--- src/mcp_pkg.sv ---
// ----------------------------------------------------------------------------
// Motor command parser package
// Shared types, character codes and action codes of the motor command parser.
// ----------------------------------------------------------------------------
package mcp_pkg;

  localparam logic [7:0] CHAR_F = 8'h46;
  localparam logic [7:0] CHAR_B = 8'h42;
  localparam logic [7:0] CHAR_L = 8'h4C;
  localparam logic [7:0] CHAR_R = 8'h52;
  localparam logic [7:0] CHAR_S = 8'h53;
  localparam logic [7:0] CHAR_0 = 8'h30;
  localparam logic [7:0] CHAR_9 = 8'h39;

  localparam logic [2:0] ACT_FORWARD  = 3'd0;
  localparam logic [2:0] ACT_BACKWARD = 3'd1;
  localparam logic [2:0] ACT_LEFT     = 3'd2;
  localparam logic [2:0] ACT_RIGHT    = 3'd3;
  localparam logic [2:0] ACT_STOP     = 3'd4;
  localparam logic [2:0] ACT_NONE     = 3'd7;

  localparam logic [1:0] EVENT_NONE    = 2'd0;
  localparam logic [1:0] EVENT_APPEAR  = 2'd1;
  localparam logic [1:0] EVENT_CLEAR   = 2'd2;

  localparam logic [6:0]  SPEED_MAX    = 7'd99;
  localparam logic [15:0] RANGE_MIN    = 16'd20;
  localparam logic [15:0] RANGE_MAX    = 16'd2000;
  localparam logic [7:0]  STATUS_OK    = 8'd0;
  localparam logic [7:0]  STATUS_SIGMA = 8'd1;
  localparam logic [10:0] BRAKE_RESET  = 11'd200;

  typedef enum logic [1:0] {
    PHASE_DIR = 2'd0,
    PHASE_D1  = 2'd1,
    PHASE_D2  = 2'd2
  } phase_t;

  typedef struct packed {
    logic       command_issued;
    logic       frame_accepted;
    logic [2:0] action;
    logic [6:0] speed;
    logic       obstacle;
    logic [1:0] obstacle_event;
  } result_t;

  function automatic logic [2:0] letter_code(input logic [7:0] b);
    case (b)
      CHAR_F:  return ACT_FORWARD;
      CHAR_B:  return ACT_BACKWARD;
      CHAR_L:  return ACT_LEFT;
      CHAR_R:  return ACT_RIGHT;
      CHAR_S:  return ACT_STOP;
      default: return ACT_NONE;
    endcase
  endfunction

endpackage

--- src/mcp_core.sv ---
// ----------------------------------------------------------------------------
// Motor command parser core
// Frame parser state, obstacle flag and the result of one transaction.
// ----------------------------------------------------------------------------
module mcp_core
  import mcp_pkg::*;
(
  input  logic        clk,
  input  logic        rst,
  input  logic        accept,
  input  logic        operation,
  input  logic [7:0]  rx_byte,
  input  logic [15:0] distance_mm,
  input  logic [7:0]  sensor_status,
  input  logic [10:0] brake_distance,
  output result_t     res
);

  phase_t     parse_phase, parse_phase_next;
  logic [2:0] held_direction, held_direction_next;
  logic [3:0] held_tens, held_tens_next;
  logic       obstacle_flag, obstacle_flag_next;

  logic [2:0] code;
  logic       is_digit;
  logic [3:0] units;
  logic [6:0] tens_x10;
  logic [7:0] speed_sum;
  logic [6:0] speed_val;
  logic       reading_valid;
  logic       near;

  always_ff @(posedge clk) begin
    if (rst) begin
      parse_phase    <= PHASE_DIR;
      held_direction <= ACT_FORWARD;
      held_tens      <= 4'd0;
      obstacle_flag  <= 1'b0;
    end else if (accept) begin
      parse_phase    <= parse_phase_next;
      held_direction <= held_direction_next;
      held_tens      <= held_tens_next;
      obstacle_flag  <= obstacle_flag_next;
    end
  end

  always_comb begin
    code          = letter_code(rx_byte);
    is_digit      = rx_byte inside {[CHAR_0:CHAR_9]};
    units         = rx_byte[3:0];
    tens_x10      = {held_tens, 3'b000} + 7'({held_tens, 1'b0});
    speed_sum     = {1'b0, tens_x10} + 8'(units);
    speed_val     = (speed_sum > {1'b0, SPEED_MAX}) ? SPEED_MAX : speed_sum[6:0];
    reading_valid = (sensor_status == STATUS_OK || sensor_status == STATUS_SIGMA) &&
                    distance_mm > RANGE_MIN && distance_mm < RANGE_MAX;
    near          = distance_mm < {5'b0, brake_distance};

    parse_phase_next    = parse_phase;
    held_direction_next = held_direction;
    held_tens_next      = held_tens;
    obstacle_flag_next  = obstacle_flag;
    res                 = '0;

    if (!operation) begin
      case (parse_phase)
        PHASE_DIR: begin
          if (code != ACT_NONE) begin
            held_direction_next = code;
            parse_phase_next    = PHASE_D1;
          end
        end
        PHASE_D1: begin
          if (is_digit) begin
            held_tens_next   = units;
            parse_phase_next = PHASE_D2;
          end else if (code != ACT_NONE) begin
            held_direction_next = code;
            parse_phase_next    = PHASE_D1;
          end else begin
            parse_phase_next = PHASE_DIR;
          end
        end
        PHASE_D2: begin
          if (is_digit && !(held_direction == ACT_FORWARD && obstacle_flag)) begin
            res.command_issued = 1'b1;
            res.frame_accepted = 1'b1;
            res.action         = held_direction;
            res.speed          = (held_direction == ACT_STOP) ? 7'd0 : speed_val;
          end
          parse_phase_next = PHASE_DIR;
        end
        default: begin
          parse_phase_next = PHASE_DIR;
        end
      endcase
    end else if (reading_valid) begin
      if (near) begin
        if (!obstacle_flag) begin
          obstacle_flag_next = 1'b1;
          res.command_issued = 1'b1;
          res.action         = ACT_STOP;
          res.obstacle_event = EVENT_APPEAR;
        end
      end else if (obstacle_flag) begin
        obstacle_flag_next = 1'b0;
        res.obstacle_event = EVENT_CLEAR;
      end
    end

    res.obstacle = obstacle_flag_next;
  end

endmodule

--- src/motor_command_parser_with_obstacle_lock.sv ---
// ----------------------------------------------------------------------------
// Motor command parser with obstacle lock
// Parses three-byte motor frames and locks out forward motion near obstacles.
// ----------------------------------------------------------------------------
// Each input transaction gives exactly one result transaction. The block takes
// one transaction per clock cycle while in_stall is low; its result is captured
// at the accepting edge in the output register, or in the skid register when the
// output register holds a result that is not taken. A two-entry output buffer
// (output register plus skid register) lets input continue while a result waits,
// and in_stall rises only when the skid register is occupied. The brake distance
// register may be written at any time the block is idle and cfg_ready is always high.
module motor_command_parser_with_obstacle_lock
  import mcp_pkg::*;
(
  input  logic        clk,
  input  logic        rst,
  input  logic        in_valid,
  output logic        in_stall,
  input  logic        operation,
  input  logic [7:0]  rx_byte,
  input  logic [15:0] distance_mm,
  input  logic [7:0]  sensor_status,
  output logic        out_valid,
  input  logic        out_stall,
  output logic        command_issued,
  output logic        frame_accepted,
  output logic [2:0]  action,
  output logic [6:0]  speed,
  output logic        obstacle,
  output logic [1:0]  obstacle_event,
  input  logic        cfg_valid,
  output logic        cfg_ready,
  input  logic [10:0] cfg_data
);

  logic [10:0] brake_distance;
  logic        accept;
  logic        take;
  result_t     res;
  result_t     out_q;
  result_t     skid_q;
  logic        out_full;
  logic        skid_full;

  assign cfg_ready = 1'b1;
  assign in_stall  = skid_full;
  assign accept    = in_valid && !in_stall;
  assign take      = out_full && !out_stall;

  always_ff @(posedge clk) begin
    if (rst) begin
      brake_distance <= BRAKE_RESET;
    end else if (cfg_valid && cfg_ready) begin
      brake_distance <= cfg_data;
    end
  end

  mcp_core u_core (
    .clk            (clk),
    .rst            (rst),
    .accept         (accept),
    .operation      (operation),
    .rx_byte        (rx_byte),
    .distance_mm    (distance_mm),
    .sensor_status  (sensor_status),
    .brake_distance (brake_distance),
    .res            (res)
  );

  always_ff @(posedge clk) begin
    if (rst) begin
      out_full  <= 1'b0;
      skid_full <= 1'b0;
    end else if (!out_full || take) begin
      if (skid_full) begin
        out_q     <= skid_q;
        out_full  <= 1'b1;
        skid_full <= 1'b0;
      end else if (accept) begin
        out_q    <= res;
        out_full <= 1'b1;
      end else begin
        out_full <= 1'b0;
      end
    end else if (accept) begin
      skid_q    <= res;
      skid_full <= 1'b1;
    end
  end

  assign out_valid      = out_full;
  assign command_issued = out_q.command_issued;
  assign frame_accepted = out_q.frame_accepted;
  assign action         = out_q.action;
  assign speed          = out_q.speed;
  assign obstacle       = out_q.obstacle;
  assign obstacle_event = out_q.obstacle_event;

endmodule

--- config.mk ---
export PLATFORM = sky130hd
export DESIGN_NAME = motor_command_parser_with_obstacle_lock
export DESIGN_NICKNAME = d
export VERILOG_FILES = /design/src/mcp_pkg.sv /design/src/mcp_core.sv /design/src/motor_command_parser_with_obstacle_lock.sv
export SDC_FILE = /design/constraint.sdc
export NUM_CORES = 1
export LEC_CHECK = 0
export BUFFER_PORTS_ARGS = -buffer_cell sky130_fd_sc_hd__buf_2
export CAP_MARGIN = 0
export CORE_MARGIN = 10
export CORE_UTILIZATION = 39
export DETAILED_ROUTE_END_ITERATION = 7
export SLEW_MARGIN = 20
export SYNTH_ARGS = -nofsm -noshare
export SYNTH_HDL_FRONTEND = slang
export SYNTH_SLANG_ARGS = --single-unit
--- constraint.sdc ---
create_clock -name clk -period 4.7 [get_ports clk]
set_clock_uncertainty 0.2 [all_clocks]
set_input_delay 0.94 -clock clk [delete_from_list [all_inputs] [get_ports clk]]
set_output_delay 0.94 -clock clk [all_outputs]
set_load 0.05 [all_outputs]
==> flow_metrics.py <==
metrics = {
    "outcome": {
        "outcome": "completed",
    },
    "timing": {
        "max_freq_ghz": 0.3267,
        "hold_viol_final": 0,
        "post-route-period-util_pct": 65.12,
        "final.setup.tns_ps": 0,
        "fin_crit_ps": 3061,
        "worst-slew-pin-transition_ps": 797.4,
        "slew_headroom_pct": 46.77,
        "rsz0062_at_grt": "no",
        "final-max-slew-violation-count": 0,
        "fin_ws_ps": 1639,
        "finalSetupViolations": 0,
        "whs_ps": 303.0,
    },
    "power": {
        "powerDensity_nw_per_um2": 258.7,
        "irDropWorstVdd_mv": 0.1609,
        "p_total_uw": 895.8,
        "p_leak_nw": 1.461,
    },
    "setup_path": {
        "cp.arrival_ps": 3020,
        "startpoint": "rx_byte[1]",
        "worst_setup_path_end_kind": "register",
        "cpMaxStageDelayCell": "fa_1",
        "rr_startpoint": "u_core.held_tens[2]$_SDFFE_PP0P_",
        "path_max_fanout": 6,
        "slowest_delay_ps": 510,
        "cp-start-kind": "input port",
        "worstPathCellList": "buf_2 -> ha_1 -> fa_1 -> xnor2_2 -> o2111a_2 -> o221ai_2 -> a21bo_4 -> o31ai_4",
        "worst_ep_required_time_ps": 4660,
        "path_class": "in2reg",
    },
    "synth": {
        "synthTopCellsByCount": "nor2_1, edfxtp_1, nand2_1",
        "ys_warn_count": 0,
        "synth_fp_nets": 358,
        "async_reset_ff_share_pct": 0,
        "yosysMostFrequentCell": "nor2_1",
        "syn-instance-count": 292,
        "ys_seq_area_share_pct": 46.06,
        "ys_top_cells_by_area": "edfxtp_1, dfxtp_1, ha_1, mux2i_1, nor2_1",
        "synth_flop_cell": "edfxtp_1",
        "ys_ff_latch": 53,
        "syn_area_per_cell_um2": 10.12,
        "synth_top_area_cell": "edfxtp_1",
        "synth_edf_count": 30,
        "syn_area_um2": 2955,
        "synth_cell_type_count": 60,
        "synth_top_area_share_pct": 30.48,
    },
    "cells_and_area": {
        "fin_util_pct": 47.49,
        "layout-drive-gt1-share_pct": 26.63,
        "area_delta_synth_final_pct": 17.19,
        "antennaDiodeCount": 0,
        "final_nets": 418,
    },
    "global_route": {
        "grt_max_degree": 23,
        "grt_usage_pct": 11.33,
        "met2_usage_pct": 17.32,
        "grt_pass1_vias": 2325,
        "busiest_layer": "met2",
        "antenna_found_initial": 0,
        "grt_use_met3_pct": 3.054,
        "use_met1_pct": 14.86,
        "grt_pass1_wl_um": 10870,
        "grt_overflow": 0,
    },
    "clock_tree": {
        "root_buffer": "clkbuf_8",
        "ctsHtreeMaxLevel": 2,
        "clockBufferDepth": 2,
        "post_cts_resize_count": 0,
        "worst_setup_hold_path_clk_slew_ps": 110,
        "cts.sinks": 53,
        "numCtsBuffers": 5,
        "cts_hold_buf": 0,
        "postCtsSetupBuffers": 0,
        "cts_tree": "built",
        "worstSkewPairLatency_ps": 310,
    },
    "routing": {
        "routedWlPerCell_um": 14.30,
        "wl_um": 6462,
        "ant_nets": 0,
        "viasPerCell": 5.049,
        "drcViolationCount": 0,
        "drtPass1Iterations": 4,
        "drtIter0Drc": 127,
        "vias": 2282,
    },
    "place": {
        "hpwl_um": 5113,
        "gp_congestion": 0.8221,
        "place_ws_ps": 1314,
        "io_buffers": 64,
    },
    "worst_hold_path": {
        "holdCritStartpoint": "brake_distance[1]$_SDFFE_PP0P_",
        "holdCritPathClass": "reg2reg",
    },
    "floorplan": {
        "initial_core_util_pct": 40.53,
        "die_x_um": 107.1,
        "fp.dieH_um": 107.1,
        "pin_count": 67,
        "die-area_um2": 11460,
        "rows": 31,
        "core_area_um2": 7292,
    },
    "run": {
        "maxCapViolCount": 0,
    },
}
-- sequential cells by signal, summed over array words and instances (netlist names), 2 cells and up --
name / cells
u_core.parse_phase: 2
action: 3
speed: 7
brake_distance: 11
u_core.held_tens: 4
obstacle_event: 2
skid_q: 15
u_core.held_direction: 3
-- metal layers --
| metal | up-vias | routed length (um) |
|---|---|---|
| met1 | 1032 | 3174 |
| met4 | 0 | 102 |
| met2 | 61 | 2798 |
| met5 | - | 0 |
| met3 | 8 | 387 |
| li1 | 1181 | - |
-- worst max-delay path, delay by kind of cell --
family	cells	cell delay [ps]
AO/OA/AOI/OAI	4	900
buffers and inverters	1	130
adder cells (fa/ha/maj)	2	750
XOR/XNOR	1	280
-- area by class of cell --
type                    count  area [um^2]
flip-flops and latches     53         1361
repair buffers             64        320.3
well taps                  99        123.9
inverters                  16        60.06
clock buffers               5        68.82
fillers                   719         3829
clock inverters             3        26.28
multi-input cells         212         1503
-- path summary, 6_finish.rpt --
check | depth (start not counted) | to | slack, ps
setup / recovery | 8 | speed[4]$_DFFE_PP_ | 1640
hold / removal | 2 | brake_distance[1]$_SDFFE_PP0P_ | 300
setup reg to reg | 7 | speed[4]$_DFFE_PP_ | 1970
hold reg to reg | 2 | brake_distance[1]$_SDFFE_PP0P_ | 300
-- report_power, final --
part | total [mW] | leakage (nW) | internal (mW) | switching, mW
clock | 0.272 | 0.0487 | 0.109 | 0.163
sequential | 0.506 | 0.474 | 0.500 | 0.00559
combinational | 0.118 | 0.938 | 0.0424 | 0.0756
total | 0.896 | 1.46 | 0.651 | 0.244
-- cell usage in the layout, fill, tap and decap left out, types with 5 or more instances in the layout --
master / n
o211ai_1: 6
a21oi_1: 13
o21ai_0: 10
o21ai_1: 6
buf_2: 64
ha_1: 15
inv_1: 16
nand2_1: 29
edfxtp_1: 30
nor3_1: 10
dfxtp_1: 23
clkbuf_8: 5
nor2_1: 37
mux2i_1: 15
-- cells by family after synthesis --
kind of cell    synth area share, %
simple gates                  17.99
other cells                  0.1269
mux                           6.223
fa+ha+maj                     7.705
buf+inv                       3.895
xor+xnor                      1.736
compound gates                16.26
flops                         46.06
-- per-stage QoR --
| step | instance area (um^2) | instances |
|---|---|---|
| finish | 3463 | 452 |
| detailed placement | 3362 | 444 |
| CTS | 3457 | 452 |
| global placement | 3354 | 444 |
| global route | 3463 | 452 |
| floorplan | 2955 | 292 |
(Power assumes the default switching activity.)
